**src/hw/rtl/hrd_pkg.sv**
```systemverilog
package hrd_pkg;

    localparam int HRD_MAX_BEATS = 32;

    localparam int TIME_W   = 32;
    localparam int SAMPLE_W = 10;
    localparam int THRESH_W = 10;
    localparam int BLANK_W  = 16;
    localparam int WINDOW_W = 20;
    localparam int COUNT_W  = 6;
    localparam int BPM_W    = 8;

    localparam int S_TDATA_W = 16;
    localparam int M_TDATA_W = 16;
    localparam int CFG_IDX_W = 2;
    localparam int CFG_DAT_W = 20;

    localparam logic [COUNT_W-1:0] COUNT_LIMIT = 6'd63;

    localparam logic [THRESH_W-1:0] THRESH_RESET = 10'd511;
    localparam logic [BLANK_W-1:0]  BLANK_RESET  = 16'd200;
    localparam logic [WINDOW_W-1:0] WINDOW_RESET = 20'd12200;

    typedef enum logic [CFG_IDX_W-1:0] {
        REG_THRESHOLD = 2'd0,
        REG_BLANKING  = 2'd1,
        REG_WINDOW    = 2'd2
    } cfg_reg_t;

    typedef struct packed {
        logic                shift;
        logic [TIME_W-1:0]   now;
        logic [WINDOW_W-1:0] window;
    } cell_ctrl_t;

    function automatic logic [BPM_W-1:0] rate_of(input logic [COUNT_W-1:0] count);
        logic [BPM_W-1:0] rate;
        case (count)
            6'd1:    rate = 8'd60;
            6'd2:    rate = 8'd120;
            6'd3:    rate = 8'd130;
            6'd4:    rate = 8'd140;
            6'd5:    rate = 8'd150;
            6'd6:    rate = 8'd160;
            6'd7:    rate = 8'd170;
            6'd8:    rate = 8'd180;
            6'd9:    rate = 8'd190;
            default: rate = 8'd0;
        endcase
        return rate;
    endfunction

endpackage

```
**src/hw/rtl/heartbeat_rate_detector.sv**
```systemverilog
// Channel   Dir  Handshake          Payload
// s_        in   s_tvalid/s_tready  s_tdata: sample [9:0]
// m_        out  m_tvalid/m_tready  m_tdata: beat_count [5:0], bpm [13:6], bpm_valid [14]
// cfg_      in   cfg_we             cfg_index, cfg_wdata
//
// The per-cell age compares and the count of surviving cells settle in the
// cycle a sample is accepted, and the result of a beat appears in the output
// register on the next cycle.
// Reset is synchronous and empties the beat store and the output valid flag.
// A stalled result holds the input back only until the result is taken.
module heartbeat_rate_detector
    import hrd_pkg::*;
#(
    parameter int MAX_BEATS = HRD_MAX_BEATS
) (
    input  logic                 aclk,
    input  logic                 aresetn,
    input  logic                 s_tvalid,
    output logic                 s_tready,
    input  logic [S_TDATA_W-1:0] s_tdata,   // sample [9:0], zero [15:10]
    output logic                 m_tvalid,
    input  logic                 m_tready,
    output logic [M_TDATA_W-1:0] m_tdata,   // beat_count [5:0], bpm [13:6], bpm_valid [14]
    input  logic                 cfg_we,
    input  logic [CFG_IDX_W-1:0] cfg_index,
    input  logic [CFG_DAT_W-1:0] cfg_wdata
);

    localparam int CNT_W = $clog2(MAX_BEATS + 1);

    logic [THRESH_W-1:0] thresh_reg;
    logic [BLANK_W-1:0]  blank_ticks_reg;
    logic [WINDOW_W-1:0] window_reg;

    logic [TIME_W-1:0]   tick_reg;
    logic [TIME_W-1:0]   last_beat_reg;
    logic                blank_reg;
    logic                blank_next;

    logic                m_tvalid_reg;
    logic                m_tvalid_next;
    logic [COUNT_W-1:0]  count_reg;
    logic [COUNT_W-1:0]  count_next;

    logic                accept;
    logic                beat;
    logic [SAMPLE_W-1:0] sample;
    logic [TIME_W-1:0]   elapsed;
    cell_ctrl_t          ctrl;

    logic [TIME_W-1:0]    chain_time [MAX_BEATS];
    logic [MAX_BEATS-1:0] kept;
    logic [CNT_W-1:0]     kept_cnt;
    logic [CNT_W-1:0]     new_cnt;
    logic [CNT_W+COUNT_W-1:0] new_cnt_ext;

    assign sample   = s_tdata[SAMPLE_W-1:0];
    assign s_tready = !m_tvalid_reg || m_tready;
    assign accept   = s_tvalid && s_tready;
    assign elapsed  = tick_reg - last_beat_reg;
    assign beat     = accept && !blank_reg && (sample > thresh_reg);

    assign ctrl.shift  = beat;
    assign ctrl.now    = tick_reg;
    assign ctrl.window = window_reg;

    for (genvar i = 0; i < MAX_BEATS; i++) begin : g_cell
        if (i == 0) begin : g_head
            hrd_cell u_cell (
                .aclk     (aclk),
                .aresetn  (aresetn),
                .ctrl     (ctrl),
                .in_time  (tick_reg),
                .in_valid (1'b1),
                .out_time (chain_time[i]),
                .out_kept (kept[i])
            );
        end else begin : g_body
            hrd_cell u_cell (
                .aclk     (aclk),
                .aresetn  (aresetn),
                .ctrl     (ctrl),
                .in_time  (chain_time[i-1]),
                .in_valid (kept[i-1]),
                .out_time (chain_time[i]),
                .out_kept (kept[i])
            );
        end
    end

    // Newer beats sit nearer the head, so the surviving cells form a prefix
    // of the chain and the count is the position of its last cell.
    always_comb begin
        kept_cnt = '0;
        for (int i = 0; i < MAX_BEATS; i++) begin
            if (kept[i] && (i == MAX_BEATS - 1 || !kept[(i + 1) % MAX_BEATS])) begin
                kept_cnt = kept_cnt | CNT_W'(i + 1);
            end
        end
    end

    always_comb begin
        if (kept_cnt == CNT_W'(MAX_BEATS)) begin
            new_cnt = kept_cnt;
        end else begin
            new_cnt = kept_cnt + CNT_W'(1);
        end
        new_cnt_ext = (CNT_W + COUNT_W)'(new_cnt);
        if (new_cnt_ext > (CNT_W + COUNT_W)'(COUNT_LIMIT)) begin
            count_next = COUNT_LIMIT;
        end else begin
            count_next = new_cnt_ext[COUNT_W-1:0];
        end
    end

    always_comb begin
        blank_next = blank_reg;
        if (accept) begin
            if (blank_reg) begin
                if (elapsed > TIME_W'(blank_ticks_reg)) begin
                    blank_next = 1'b0;
                end
            end else if (beat) begin
                blank_next = 1'b1;
            end
        end
    end

    always_comb begin
        m_tvalid_next = m_tvalid_reg;
        if (beat) begin
            m_tvalid_next = 1'b1;
        end else if (m_tready) begin
            m_tvalid_next = 1'b0;
        end
    end

    always_ff @(posedge aclk) begin
        if (!aresetn) begin
            thresh_reg      <= THRESH_RESET;
            blank_ticks_reg <= BLANK_RESET;
            window_reg      <= WINDOW_RESET;
            tick_reg        <= '0;
            last_beat_reg   <= '0;
            blank_reg       <= 1'b0;
            m_tvalid_reg    <= 1'b0;
        end else begin
            if (cfg_we) begin
                unique case (cfg_index)
                    REG_THRESHOLD: thresh_reg      <= cfg_wdata[THRESH_W-1:0];
                    REG_BLANKING:  blank_ticks_reg <= cfg_wdata[BLANK_W-1:0];
                    REG_WINDOW:    window_reg      <= cfg_wdata[WINDOW_W-1:0];
                    default: ;
                endcase
            end
            if (accept) begin
                tick_reg <= tick_reg + TIME_W'(1);
            end
            if (beat) begin
                last_beat_reg <= tick_reg;
            end
            blank_reg    <= blank_next;
            m_tvalid_reg <= m_tvalid_next;
        end
    end

    always_ff @(posedge aclk) begin
        if (beat) begin
            count_reg <= count_next;
        end
    end

    assign m_tvalid = m_tvalid_reg;
    assign m_tdata  = {1'b0,
                       (count_reg >= 6'd1) && (count_reg <= 6'd9),
                       rate_of(count_reg),
                       count_reg};

endmodule

```
**src/hw/rtl/hrd_cell.sv**
```systemverilog
module hrd_cell
    import hrd_pkg::*;
(
    input  logic              aclk,
    input  logic              aresetn,
    input  cell_ctrl_t        ctrl,
    input  logic [TIME_W-1:0] in_time,
    input  logic              in_valid,
    output logic [TIME_W-1:0] out_time,
    output logic              out_kept
);

    logic [TIME_W-1:0] time_reg;
    logic              valid_reg;
    logic [TIME_W-1:0] age;

    assign age      = ctrl.now - time_reg;
    assign out_kept = valid_reg && !(age > TIME_W'(ctrl.window));
    assign out_time = time_reg;

    always_ff @(posedge aclk) begin
        if (!aresetn) begin
            valid_reg <= 1'b0;
        end else if (ctrl.shift) begin
            valid_reg <= in_valid;
        end
    end

    always_ff @(posedge aclk) begin
        if (ctrl.shift) begin
            time_reg <= in_time;
        end
    end

endmodule

```
**config.mk**
```make
export PLATFORM = sky130hd
export DESIGN_NAME = heartbeat_rate_detector
export DESIGN_NICKNAME = d
export VERILOG_FILES = /design/src/hw/rtl/hrd_pkg.sv /design/src/hw/rtl/heartbeat_rate_detector.sv /design/src/hw/rtl/hrd_cell.sv
export SDC_FILE = /design/constraint.sdc
export NUM_CORES = 2
export LEC_CHECK = 0
export ABC_CLOCK_PERIOD_IN_PS = 58200
export BUFFER_PORTS_ARGS = -buffer_cell sky130_fd_sc_hd__buf_2
export CORE_MARGIN = 8
export CORE_UTILIZATION = 30
export DETAILED_ROUTE_END_ITERATION = 7
export MAX_ROUTING_LAYER = met4
export REMOVE_ABC_BUFFERS = 1
export SETUP_SLACK_MARGIN = 0.3
export SYNTH_ARGS = -nofsm -noshare
export SYNTH_HDL_FRONTEND = slang
export SYNTH_HIERARCHICAL = 1
export SYNTH_SLANG_ARGS = --single-unit
```
**constraint.sdc**
```tcl
create_clock -name aclk -period 58.2 [get_ports aclk]
set_input_delay 2.91 -clock aclk [delete_from_list [all_inputs] [get_ports aclk]]
set_output_delay 2.91 -clock aclk [all_outputs]
set_load 0.005 [all_outputs]
```
==> results.toml <==
[logic_synthesis]
avgSynthCellArea_sq_um = 8.95
synth_top_flop_cell = "sky130_fd_sc_hd__edfxtp_1"
yosysWarnings = 6
asyncSetResetFlopFracSynth = 0
yosysUniqueCellTypes = 128
synthAdderAreaFrac = 0.184
synth.top_cells.by_area = "sky130_fd_sc_hd__edfxtp_1, sky130_fd_sc_hd__ha_1, sky130_fd_sc_hd__inv_1, sky130_fd_sc_hd__a21oi_1, sky130_fd_sc_hd__xnor2_1"
synth_compound_area_frac = 0.225
synth_xor_xnor_area_share = 0.0658
synth_simple_gate_area_frac = 0.145
postSynthCellCount = 13300
synth_largest_type_area_fraction = 0.260
synth_area_leader_cell = "sky130_fd_sc_hd__edfxtp_1"
synth_edf_count = 1030
mux_contribution_to_synthesized_area = 0.0126
synth.cell_area_sq_um = 119000
synth_seq_cells = 1181
synth-seq-area-share = 0.285
largest_family_of_logic_cells_by_synthesized_area = "compound AO/OA/AOI/OAI gates"

[run_status]
status = "completed"

[sta]
max_slew_margin = 0.191
finalHoldViolations = 0
setup_tns_ns = 0
rsz0062_at_grt = "false"
timing.hold.ws_ns = 0.405
min_period_over_period = 0.163
maximum_frequency_from_static_timing_analysis_mhz = 105
tightest_slew_ns = 1.20
number_of_failing_setup_endpoints_in_the_final_timing_report = 0
final_period_minus_worst_setup_slack_ns = 9.49
final-max-slew-violation-count = 0
worst_clock_skew_ns = 0.115

[cells_and_area]
most-common-layout-cells = "sky130_fd_sc_hd__inv_1, sky130_fd_sc_hd__ha_1, sky130_fd_sc_hd__a21oi_1, sky130_fd_sc_hd__edfxtp_1, sky130_fd_sc_hd__nand2_1"
fin_cells = 18600
final.fill_count = 41000
largest_register_ffs = 992
final_layout_size_suffix_gt1_frac = 0.0794
area_growth_pct = 9.27
layout_commonest_cell = "sky130_fd_sc_hd__inv_1"
fin_util = 0.329
num-nets-final = 15000

[global_route]
grt_max_degree = 172
grt_pass1_vias = 93300
global_route_wire_length_before_repair_um = 579000
grt_remaining_overflow = 0
grt_antenna_before_repair = 23
gr-usage-all-layers = 0.184

[power]
irDropWorstVdd_uv = 21.5
power.share.switching = 0.287
power-per-cell-area_nw_per_um2 = 18.9
netSwitchingPower_w = 0.000707
leakagePower_nw = 58.6
comb_power_share = 0.157
power.clock.fraction = 0.431
power_report.internal_total_w = 0.00176
part_of_the_power_in_registers = 0.412

[drt]
final_antenna_net_count = 0
remaining_drc_errors = 0
routedWlPerCell_um = 20.9
vias = 99800
postRouteWirelength_um = 390000
dr.first_iter.drc_count = 8997
avgViaCountPerCell = 5.35
firstDrtPassIters = 6

[worst_setup_path]
critical_path_most_common_cell = "sky130_fd_sc_hd__ha_1"
path_class = "reg2reg"
crit_slowest_cell = "sky130_fd_sc_hd__buf_4"
end_kind = "register"
crit_fanout = 27
crit_path_start_kind = "register"
arrival_time_of_data_at_the_critical_path_endpoint_ns = 10.18
worst_path_largest_cell_delay_ns = 0.60
cp_data_required_time_ns = 58.89

[die]
floorplan.io_pins = 61
initial_utilization = 0.301
dieArea_sq_um = 417000
core-area_sq_um = 395000
fp.dieW_um = 646
fp.dieH_um = 646
rows = 231

[run]
maxCapViolCount = 0

[cts]
clkLatencyLatePin_ns = 0.90
cts_resized = 0
cts.clk_slew.worst_paths_ns = 0.06
cts.path.max_buffers = 4
numCtsBuffers = 163
cts_setup_buffers = 0
cts_hold_buffers = 0
tritoncts_num_sinks = 1181
cts_htree_levels = 4
cts_root_buffer_type = "sky130_fd_sc_hd__clkbuf_16"
tritoncts_clock_tree = "done"

[placed_design]
gp_routability_congestion = 0.935
post-dp-hpwl_um = 290000
placedCellCount = 18300
port_buffer_cells = 52

[worst_hold_path]
hold_path_class = "reg2reg"
-- critical path: cells and delay by family, from the launching register on --
| family | cells | cell delay, ns |
|---|---|---|
| buf+inv | 3 | 1.01 |
| mux | 1 | 0.31 |
| fa+ha+maj | 4 | 1.16 |
| xor+xnor | 2 | 0.36 |
| simple gates | 14 | 2.92 |
| flops | 1 | 0.58 |
| compound gates | 10 | 2.89 |
-- per-layer routing --
| layer | vias up | GRT usage | part of all wire |
|---|---|---|---|
| met5 | - | - | 0 |
| met4 | 0 | 0.0651 | 0.042 |
| met3 | 682 | 0.0215 | 0.069 |
| met2 | 3116 | 0.297 | 0.46 |
| met1 | 47600 | 0.237 | 0.43 |
| li1 | 48400 | - | - |
-- logic make-up (layout without fill, tap and decap cells) --
| kind of cell | Yosys count | after routing |
|---|---|---|
| muxes | 146 | 146 |
| DFF | 1181 | 1181 |
| other | 2 | 8 |
| buffers and inverters | 2345 | 2439 |
| xor gates and xnor gates | 878 | 878 |
| and+or+nand+nor | 3255 | 3255 |
| AOI/OAI and AO/OA | 3768 | 3768 |
| adders and majority gates | 1727 | 1727 |
-- synthesized netlist by cell type, types with 99 or more instances --
| cell type | n |
|---|---|
| sky130_fd_sc_hd__ha_1 | 1694 |
| sky130_fd_sc_hd__a21o_1 | 488 |
| sky130_fd_sc_hd__o2111ai_1 | 105 |
| sky130_fd_sc_hd__o21ai_0 | 480 |
| sky130_fd_sc_hd__and4_1 | 118 |
| sky130_fd_sc_hd__nor2b_1 | 181 |
| sky130_fd_sc_hd__inv_1 | 1971 |
| sky130_fd_sc_hd__a21boi_0 | 99 |
| sky130_fd_sc_hd__o21a_1 | 106 |
| sky130_fd_sc_hd__nor2_1 | 613 |
| sky130_fd_sc_hd__a21oi_1 | 1037 |
| sky130_fd_sc_hd__xnor2_1 | 494 |
| sky130_fd_sc_hd__o211ai_1 | 106 |
| sky130_fd_sc_hd__nand2_1 | 920 |
| sky130_fd_sc_hd__edfxtp_1 | 1030 |
| sky130_fd_sc_hd__clkbuf_1 | 145 |
| sky130_fd_sc_hd__a211oi_1 | 136 |
| sky130_fd_sc_hd__nand2b_1 | 110 |
| sky130_fd_sc_hd__a31oi_1 | 158 |
| sky130_fd_sc_hd__o21ai_1 | 106 |
| sky130_fd_sc_hd__dfxtp_1 | 151 |
| sky130_fd_sc_hd__o21bai_1 | 122 |
| sky130_fd_sc_hd__mux2i_1 | 132 |
| sky130_fd_sc_hd__nand3_1 | 267 |
| sky130_fd_sc_hd__xor2_1 | 365 |
| sky130_fd_sc_hd__nand4_1 | 413 |
-- final timing paths --
path | start | end | slack (ns) | cells past startpoint
setup / recovery | tick_reg[2] | register | 48.71 | 34
setup reg to reg | tick_reg[2] | register | 48.71 | 34
hold reg to reg | g_cell[19].g_body.u_cell/out_time[13] | g_cell[20].g_body.u_cell/out_time[13] | 0.41 | 0
hold / removal | g_cell[19].g_body.u_cell/out_time[13] | g_cell[20].g_body.u_cell/out_time[13] | 0.41 | 0
-- cell type report --
class                           count  area, sq um  share of cell area
Timing Repair Buffer              167         1150             0.00888
Sequential cell                  1181        34100               0.263
Clock buffer                      213         4570              0.0351
Multi-Input combinational cell   9777        75200               0.578
Inverter                         1973         7410              0.0570
Clock inverter                     86          988             0.00760
Tap cell                         5242         6560              0.0504
Antenna cell                        5         12.5           0.0000962
-- through the flow --
step / area [sq um] / worst slack [ns] / total power, W
3_5_place_dp: 125000 / 48.81 / 0.00141
3_3_place_gp: 125000 / 48.84 / 0.00141
2_1_floorplan: 117000 / 30.15 / 0.00134
5_1_grt: 130000 / 48.17 / 0.00257
4_1_cts: 130000 / 48.68 / 0.00249
6_report: 130000 / 48.71 / 0.00246
-- power groups by stage --
| stage | combinational [W] | clock [W] | sequential, W |
|---|---|---|---|
| floorplan | 0.000285 | 0 | 0.00106 |
| global placement | 0.000376 | 0 | 0.00103 |
| detailed placement | 0.000381 | 0 | 0.00103 |
| CTS | 0.000384 | 0.00109 | 0.00102 |
| global route | 0.000434 | 0.00112 | 0.00102 |
| finish | 0.000386 | 0.00106 | 0.00101 |
Power figures use the tool's default switching activity.
